--- src/rtl/core/lh_pkg.sv ---
// Package for the latency histogram: sizes, types, sequencer states.
// No dependencies.
`default_nettype none
package lh_pkg;
    localparam int NumBins  = 1024;
    localparam int BinAw    = $clog2(NumBins);
    localparam int ClsW     = 11;
    localparam int NsPerUs  = 1000;
    localparam logic [1:0] RegLowest  = 2'd0;
    localparam logic [1:0] RegHighest = 2'd1;
    localparam logic [1:0] RegClasses = 2'd2;

    // ceil(2^UsRecipShift / (NsPerUs / 8)); exact for per-step times below UsLimitNs
    localparam logic [31:0] UsRecip      = 32'd2199023256;
    localparam int          UsRecipShift = 38;
    localparam logic [47:0] UsLimitNs    = 48'(NsPerUs) << 24;

    typedef struct packed {
        logic        action;
        logic [47:0] elapsed_ns;
        logic [31:0] step_count;
        logic [9:0]  bin_to_read;
    } t_in;

    typedef struct packed {
        logic        skipped;
        logic        in_range;
        logic [9:0]  bin_index;
        logic [31:0] bin_count;
        logic [31:0] binned_total;
        logic [47:0] average_ns;
    } t_out;

    typedef enum logic [3:0] {
        ST_CLEAR, ST_IDLE, ST_DIV_PER, ST_DIV_US, ST_DIV_WID, ST_DIV_IDX,
        ST_RD, ST_WR, ST_DIV_AVG, ST_OUT
    } t_state;

    // request to the shared divider
    typedef struct packed {
        logic        start;
        logic [63:0] num;
        logic [63:0] den;
    } t_div_req;

    typedef struct packed {
        logic        busy;
        logic        done;
        logic [63:0] quo;
    } t_div_rsp;
endpackage
`default_nettype wire

--- src/rtl/core/lh_div.sv ---
// Shared restoring divider, 64 by 64 bits, one quotient bit per cycle.
// Depends on lh_pkg.
`default_nettype none
module lh_div
    import lh_pkg::*;
(
    input  wire logic     i_clk,
    input  wire logic     i_rst_n,
    input  wire t_div_req i_req,
    output t_div_rsp      o_rsp
);
    logic [63:0] r_quo, n_quo;
    logic [63:0] r_rem, n_rem;
    logic [63:0] r_den;
    logic [6:0]  r_cnt, n_cnt;
    logic        r_busy, n_busy, r_done, n_done;
    logic [64:0] w_try;

    always_comb begin
        n_quo  = r_quo;
        n_rem  = r_rem;
        n_cnt  = r_cnt;
        n_busy = r_busy;
        n_done = 1'b0;
        w_try  = {r_rem, r_quo[63]} - {1'b0, r_den};
        if (i_req.start) begin
            n_quo  = i_req.num;
            n_rem  = '0;
            n_cnt  = 7'd64;
            n_busy = 1'b1;
        end else if (r_busy) begin
            // shift one numerator bit in, subtract if it fits
            if (!w_try[64]) begin
                n_rem = w_try[63:0];
            end else begin
                n_rem = {r_rem[62:0], r_quo[63]};
            end
            n_quo = {r_quo[62:0], !w_try[64]};
            n_cnt = r_cnt - 7'd1;
            if (r_cnt == 7'd1) begin
                n_busy = 1'b0;
                n_done = 1'b1;
            end
        end
    end

    always_ff @(posedge i_clk) begin
        if (!i_rst_n) begin
            r_busy <= 1'b0;
            r_done <= 1'b0;
            r_cnt  <= '0;
        end else begin
            r_busy <= n_busy;
            r_done <= n_done;
            r_cnt  <= n_cnt;
        end
        r_quo <= n_quo;
        r_rem <= n_rem;
        if (i_req.start) begin
            r_den <= i_req.den;
        end
    end

    assign o_rsp = '{busy: r_busy, done: r_done, quo: r_quo};
endmodule
`default_nettype wire

--- config.mk ---
export PLATFORM = sky130hd
export DESIGN_NAME = lh_div
export DESIGN_NICKNAME = d
export VERILOG_FILES = /design/src/rtl/core/lh_pkg.sv /design/src/rtl/core/lh_div.sv
export SDC_FILE = /design/constraint.sdc
export NUM_CORES = 1
export LEC_CHECK = 0
export ABC_CLOCK_PERIOD_IN_PS = 3300
export BUFFER_PORTS_ARGS = -buffer_cell sky130_fd_sc_hd__buf_2
export CORE_ASPECT_RATIO = 0.5
export CORE_MARGIN = 2
export CORE_UTILIZATION = 52
export DETAILED_ROUTE_END_ITERATION = 12
export GPL_ROUTABILITY_DRIVEN = 0
export HOLD_SLACK_MARGIN = 0.05
export PLACE_DENSITY = 0.77
export SYNTH_ARGS = -nofsm -noshare
export SYNTH_HDL_FRONTEND = slang
export SYNTH_SLANG_ARGS = --single-unit
--- constraint.sdc ---
create_clock -name i_clk -period 3.3 [get_ports i_clk]
set_input_delay 0.825 -clock i_clk [delete_from_list [all_inputs] [get_ports i_clk]]
set_output_delay 0.825 -clock i_clk [all_outputs]
set_load 0.02 [all_outputs]
==> metrics.md, run 1 <==
| Metric | Value |
|---|---|
| Mean routed wirelength per cell | 17.4 µm |
| First DRT Iteration DRCs | 693 |
| Met1 wire length | 13,000 µm |
| Initial antenna violation count | 0 |
| Min-Delay Startpoint | i_req[30] |
| Max-cap viol count | 0 |
| Chip width | about 220 µm |
| Final worst clock skew | 0.0244 ns |
| 1st-pass router iterations | 6 |
| Worst path required time | ~3.7 ns |
| Crit path max fanout | 9 |
| Via Count | 10.0k |
| XOR/XNOR Fraction of Synth Area | 0.0486 |
| Post-Syn Instances | 1,192 |
| H-tree depth | 1 |
| Fin util | 0.635 |
| Setup TNS | -1.79 ns |
| Layout cells sized above 1 | 0.274 |
| Vias in the first global route | 9,818 |
| Initial core utilization | 0.526 |
| CTS Sinks | 201 |
| Status | complete, but fails checks |
| RSZ-0062 raised after global routing | yes |
| Arrival time worst endpoint | 3.79 ns |
| Clock latency on the worst-skew pair | 0.53 ns |
| Fraction of the mapped netlist area in simple logic gates | 0.110 |
| Prevailing post-synth register cell | edfxtp_1 |
| Synth Area in Compound Gates | 0.163 |
| Synth-to-Final Area Change | 20.7% |
| Ys Warns | 0 |
| Leak | just under 6 nW |
| Max layer used | met4 |
| FILL cells | 1,860 |
| Die ar. | around 24,000 µm² |
| Final-report hold violation count | 0 |
| Final worst-path cycle share | 1.02 |
| Core Rows | 39 |
| WL met3 | between 2000 and 3000 µm |
| Die Y | 111 µm |
| Nets | 1,608 |
| Critical path launch point type | register |
| Syn_nets | 1,390 |
| Metal2 WL | 13,900 µm |
| CTS tree | yes |
| Total track usage | 0.246 |
| Largest cells by area after synthesis | edfxtp_1, dfxtp_1, ha_1, mux2_2, mux2i_1 |
| # DRC | 0 |
| Main combinational cell family by area after synthesis | compound AO/OA/AOI/OAI gates |
| Distinct cells, synth | 66 |
| Root Buffer | clkbuf_16 |
| Hpwl dp | between 20,000 and 25,000 µm |
| Post-synthesis mux area share | 0.107 |
| Post-route ant nets | 0 |
| Failing checks | negative setup slack |
| Worst Setup End Kind | register |
| Worst reg2reg startpoint | r_quo[63]$_DFFE_PP_ |
| Area of the core | approximately 23,000 µm² |
| Adder-cell share of the synthesized area | 0.0710 |
| Post-synth EDFFs | 128 |
| Dpl ws | -0.0775 ns |
| CTS buffer count | 21 |
| Remaining global-route overflow | 0 |
| Max Root-Sink Buffers | 3 |
| Synthesized area per cell | 9.99 µm² |
| Top cell type's share of synthesized area | 0.323 |
| DR vias/cell | 5.78 |
| Setup slack after layout | -0.0822 ns |
| Tmin final | 3.38 ns |
| Register bit total from synthesis | 201 |
| Critical path type | register to register |
| PwrDens | 480 nW/µm² |
| VDD IR-drop max | 0.305 mV |
| First-pass GRT wire length | 48,600 µm |
| I/O pin cnt | 197 |
| Final WL | 30,200 µm |
| CP Launch Point | r_quo[63]$_DFFE_PP_ |
| Final Setup Violations | 44 |
| Port Buf Inserts | 196 |
| Fmax | 0.296 GHz |
| Clock-pin slew of the registers on the worst-case setup and hold paths | 0.07 ns |
| Worst Max-Slew Pin Slew | 0.944 ns |
| Largest net degree at the start of global routing | 97 |
| Sequential fraction of the synthesis area | 0.445 |
| Worst slew margin | 0.371 |
| Max Slew Vio Count | 0 |
| Area leader, netlist | edfxtp_1 |
| ANT cells | 0 |
| Worst hold-check path type | primary input to register |
| Post-synthesis async set-or-reset flop share | 0 |
| Cell area after synthesis | about 12,000 µm² |
[flip-flops by register name, summed over array words and instances (netlist names)]
signal / count
r_den: 64
r_quo: 64
r_rem: 64
r_cnt: 7
r_busy: 1
r_done: 1
[synth_stat cells (all sizes together), types with 3 or more instances]
| library cell | n |
|---|---|
| xnor2 | 38 |
| nor2 | 105 |
| a211oi | 45 |
| o21ai | 63 |
| mux2i | 56 |
| inv | 86 |
| edfxtp | 128 |
| buf | 10 |
| ha | 66 |
| o41ai | 3 |
| or3 | 3 |
| a21o | 20 |
| clkbuf | 53 |
| o211ai | 7 |
| a31oi | 14 |
| nor4 | 5 |
| nand4b | 3 |
| a21boi | 3 |
| nand4 | 26 |
| nand3 | 20 |
| nor3 | 14 |
| or2 | 4 |
| o21bai | 10 |
| nor2b | 7 |
| and3 | 3 |
| o21a | 10 |
| a21oi | 80 |
| mux2 | 63 |
| o311ai | 3 |
| o31ai | 11 |
| a311oi | 5 |
| and2 | 3 |
| xor2 | 26 |
| o31a | 6 |
| nand2 | 89 |
| dfxtp | 73 |
[cell families after synthesis]
logic type	count (synthesis)
AOI/OAI and AO/OA	301
xor gates and xnor gates	64
adders and majority gates	67
buffers and inverters	151
DFF	201
muxes	119
and+or+nand+nor	289
[cell type report]
type / instances / area [µm²] / area share
multi-input combinational: 840 / 6090 / 0.424
timing repair buffer: 258 / 1620 / 0.113
clock buffer: 28 / 552 / 0.0384
tap: 307 / 384 / 0.0267
sequential: 201 / 5310 / 0.369
clock inverter: 10 / 93.8 / 0.00653
inverter: 88 / 330 / 0.0230
[critical path: stages, from the launching register on]
cell and delay [ns]:
edfxtp_1 0.40, inv_2 0.10, ha_4 0.15, fa_2 0.21
nor2b_2 0.05, o2111ai_2 0.19, a211oi_2 0.10, nor3_2 0.26
a311oi_2 0.13, buf_4 0.17, or3_4 0.39, a41o_4 0.24
xor2_4 0.17, buf_12 0.18, buf_16 0.17, buf_4 0.12
mux2i_1 0.18, o21ai_1 0.07
[final timing paths]
check | end | slack [ns] | depth (start not counted)
setup / recovery | r_rem[51]$_SDFFE_PP0P_ | -0.08 | 17
hold reg to reg | r_rem[51]$_SDFFE_PP0P_ | 0.48 | 2
setup reg to reg | r_rem[51]$_SDFFE_PP0P_ | -0.08 | 17
hold / removal | r_den[30]$_DFFE_PP_ | 0.48 | 1
[where the power goes]
group / internal (W) / total [W] / switching (W)
clock: 0.00127 / 0.00230 / 0.00103
sequential: 0.00291 / 0.00302 / 0.000113
combinational: 0.000653 / 0.00159 / 0.000938
total: 0.00483 / 0.00691 / 0.00208
[per-stage QoR]
step / hold slack (ns) / instance area (µm²) / std cells / power, W
after floorplan: 0.445 / 11900 / 1192 / 0.00409
after global placement: 0.457 / 13400 / 1682 / 0.00455
after detailed placement: 0.465 / 13400 / 1682 / 0.00460
after CTS: 0.465 / 14200 / 1729 / 0.00689
after global routing: 0.462 / 14400 / 1732 / 0.00721
final: 0.475 / 14400 / 1732 / 0.00691
[cells in the final DEF (no fill, tap or decap), drive strengths merged, types with 4 or more instances in the layout]
master	n
nor3	14
xor2	26
o21bai	10
a211oi	45
mux2	63
buf	256
ha	66
o21ai	63
dfxtp	73
a31oi	14
xnor2	38
clkbuf	30
a21o	20
a21oi	80
or2	4
nand3	20
o21a	10
nand4	26
clkinv	7
nor2b	7
nand2	89
nor4	5
o31ai	11
o31a	6
inv	88
a311oi	5
edfxtp	128
o211ai	7
nor2	105
mux2i	56
[routing by layer]
layer / track usage / vias up
li1: - / 4792
met1: 0.331 / 4734
met2: 0.399 / 415
met3: 0.0615 / 62
met4: 0.0571 / 0
met5: 0 / -
[timing repair]
action	in CTS	in global routing
buffers inserted	6	3
hold buffers	0	0
gates resized for setup	4	24
pin swaps	0	10
cloned	3	2
endpoints found under the setup margin	47	65
(Power assumes the default switching activity.)
==> inputs of run 2 (changes only) <==
Settings changed: CTS_BUF_LIST set to sky130_fd_sc_hd__clkbuf_16, GPL_ROUTABILITY_DRIVEN 0 to unset.
==> run 2 against run 1 <==
- the run still ends with negative setup slack left
- sequential share of layout area fell by 0.38 points
- clock-buffer cell count fell by 8
- worst setup slack improved by 0.00070 ns
- fmax barely moved
- flip-flop and latch count did not move
- non-clock buffer count rose by 14
- clock skew fell by 0.0076 ns
==> metrics.md, run 2 (synthesized netlist as in run 1, its figures left out) <==
| Metric | Value |
|---|---|
| Status | complete, but fails checks |
| Failing checks | negative setup slack |
| Worst Max-Slew Pin Slew | 0.868 ns (-0.0756 ns) |
| Layout cells sized above 1 | 0.280 (+0.00676) |
| Port Buf Inserts | 196 (unchanged) |
| Post-DP Area | 13,500 µm² (+0.63%) |
| Die Y | 111 µm (unchanged) |
| Clk network pwr share | 0.332 (about the same) |
| Total track usage | 0.242 (-0.00392) |
| Initial antenna violation count | 2 (+2) |
| Placed cells | 1,690 (+0.48%) |
| CTS Sinks | 201 (unchanged) |
| Remaining global-route overflow | 0 (unchanged) |
| Tmin final | 3.38 ns (-0.000698 ns) |
| Max Root-Sink Buffers | 3 (unchanged) |
| Critical path launch point type | register |
| Worst Setup End Kind | register |
| Placer congestion estimate | 0.960 |
| Post-route ant nets | 0 (unchanged) |
| Switching part of the total power | 0.299 (-0.00168) |
| Final worst-path cycle share | 1.02 (about the same) |
| NetSw | 0.00207 W (-0.36%) |
| Critical Path Slowest Stage Cell | edfxtp_1 |
| # DRC | 0 (unchanged) |
| First-pass GRT wire length | 48,000 µm (-1.3%) |
| Root Buffer | clkbuf_16 |
| Top delay family on crit path | compound AO/OA/AOI/OAI gates |
| Cell area after layout | 14,500 µm² (+1.1%) |
| Via Count | 9,929 (-0.74%) |
| CTS buffer count | 20 (-4.8%) |
| Area of the core | 22,600 µm² (unchanged) |
| Sequential cell fraction of total power | 0.436 (about the same) |
| Int Power | 0.00485 W (+0.44%) |
| Buf/Inv on CP | 4 (-1) |
| Clock-pin slew of the registers on the worst-case setup and hold paths | 0.07 ns (about the same) |
| Final Setup Violations | 45 (+2.3%) |
| VDD IR-drop max | 0.491 mV (+61%) |
| Comb power frac | 0.232 (+0.002) |
| Max-cap viol count | 0 (unchanged) |
| Crit path max fanout | 12 (+3) |
| Worst path required time | 3.70 ns (about the same) |
| Top flop regs | r_den: 64 flops, r_quo: 64 flops, r_rem: 64 flops |
| Final WL | 30,500 µm (+1.2%) |
| Fmax | 0.296 GHz (about the same) |
| Hpwl dp | 21,700 µm (+2.2%) |
| Clock latency on the worst-skew pair | 0.52 ns (about the same) |
| Worst slew margin | 0.421 (+0.0504) |
| Setup TNS | -1.28 ns (+0.514 ns) |
| Vias in the first global route | 9,838 (+0.20%) |
| Critical path type | register to register |
| Hold WS | 0.477 ns (+0.00173 ns) |
| Commonest non-fill, non-tap cell in the layout | buf_2 |
| H-tree depth | 1 (unchanged) |
| Slowest cell delay on critical path | 0.39 ns (about the same) |
| Commonest non-fill, non-tap cells in the layout | buf_2, edfxtp_1, nor2_1 |
| Hold-fix buffers, CTS | 0 (unchanged) |
| Final worst clock skew | 0.0168 ns (-0.00760 ns) |
| PwrDens | 476 nW/µm² (-0.84%) |
| Mean routed wirelength per cell | 17.5 µm (+0.46%) |
| 1st-pass router iterations | 7 (+1) |
| Largest net degree at the start of global routing | 94 (-3.1%) |
| First DRT Iteration DRCs | 692 (-0.14%) |
| Nets | 1,621 (+0.81%) |
| Synth-to-Final Area Change | 21.9% |
| Max Slew Vio Count | 0 (unchanged) |
| CTS tree | yes |
| Core Rows | 39 (unchanged) |
| I/O pin cnt | 197 (unchanged) |
| Arrival time worst endpoint | 3.78 ns (about the same) |
| Final-report hold violation count | 0 (unchanged) |
| Setup slack after layout | -0.0815 ns (+0.000698 ns) |
| Worst hold-check path type | primary input to register |
| Die ar. | 24,200 µm² (unchanged) |
| DR vias/cell | 5.69 (-1.4%) |
| Leak | 6.03 nW (+1.8%) |
| Initial core utilization | 0.526 (unchanged) |
| RSZ-0062 raised after global routing | yes |
| Chip width | 218 µm (unchanged) |
| Crit-path cells | inv_2 -> ha_4 -> fa_2 -> nor2b_2 -> o2111ai_2 -> a211oi_2 -> nor3_2 -> a311oi_2 -> buf_4 -> or3_4 -> a41o_4 -> xor2_4 -> buf_8 -> clkbuf_16 -> and3_1 -> a221o_1 |
| ANT cells | 0 (unchanged) |
| Final Non-Filler Cells | 1,744 (+0.69%) |
-- run 2: cell types whose count changed in the layout (fill, tap and decap cells not counted), sizes merged --
cell	previous run	this run
clkinv	7	10
buf	256	266
clkbuf	30	26
bufinv	1	2
clkinvlp	2	1
inv	88	91
-- run 2: worst reg2reg max path: cells and delay by family, from the launching register on --
kind	cells	cell delay [ns]
AO/OA/AOI/OAI	5	0.93
AND/OR/NAND/NOR	4	0.79
buffers and inverters	4	0.60
flip-flops	1	0.39
adder cells (fa/ha/maj)	2	0.37
XOR/XNOR	1	0.17
-- run 2: what timing repair did --
action	CTS	global route
endpoints found under the setup margin	41	65
hold endpoints to repair	0	0
resized for setup	7	25
pin swaps	7	27
setup buffers	5	6
gates cloned	1	6
-- run 2: layout make-up --
class / count / area, µm²
repair buffers: 272 / 1780
flip-flops and latches: 201 / 5310
inverters: 88 / 330
clock buffers: 20 / 500
fillers: 1833 / 8110
multi-input cells: 840 / 6090
well taps: 307 / 384
clock inverters: 16 / 143
-- run 2: per-layer routing --
| layer | wire [µm] | vias up | GRT usage | share of wire |
|---|---|---|---|---|
| met2 | 14000 | 337 | 0.396 | 0.46 |
| met1 | 13600 | 4721 | 0.322 | 0.44 |
| li1 | - | 4812 | - | - |
| met4 | 574 | 4 | 0.0558 | 0.019 |
| met3 | 2330 | 55 | 0.0615 | 0.076 |
| met5 | 25 | - | 0 | 0.00082 |
-- run 2: power groups by stage --
stage | sequential, W | combinational, W | clock [W]
after global placement | 0.00306 | 0.00152 | 0
after detailed placement | 0.00307 | 0.00155 | 0
final | 0.00302 | 0.00160 | 0.00230
after CTS | 0.00302 | 0.00157 | 0.00235
after global routing | 0.00304 | 0.00175 | 0.00245
after floorplan | 0.00315 | 0.000941 | 0
-- run 2: worst paths after layout --
path,from,endpoint,slack [ns],cells after the start
worst max-delay path,r_quo[63]$_DFFE_PP_,r_rem[58]$_SDFFE_PP0P_,-0.08,16
worst min-delay path,i_req[9],r_den[9]$_DFFE_PP_,0.48,1
worst max register to register,r_quo[63]$_DFFE_PP_,r_rem[58]$_SDFFE_PP0P_,-0.08,16
worst min register to register,r_rem[52]$_SDFFE_PP0P_,r_rem[52]$_SDFFE_PP0P_,0.48,2
-- run 2: per-stage QoR --
| step | setup WS [ns] | util | power, W |
|---|---|---|---|
| 3_3_place_gp | -0.00194 | 0.596 | 0.00458 |
| 6_report | -0.0815 | 0.642 | 0.00692 |
| 2_1_floorplan | -0.198 | - | 0.00409 |
| 3_5_place_dp | -0.0743 | 0.596 | 0.00462 |
| 4_1_cts | -0.0466 | 0.629 | 0.00694 |
| 5_1_grt | -0.264 | 0.642 | 0.00724 |
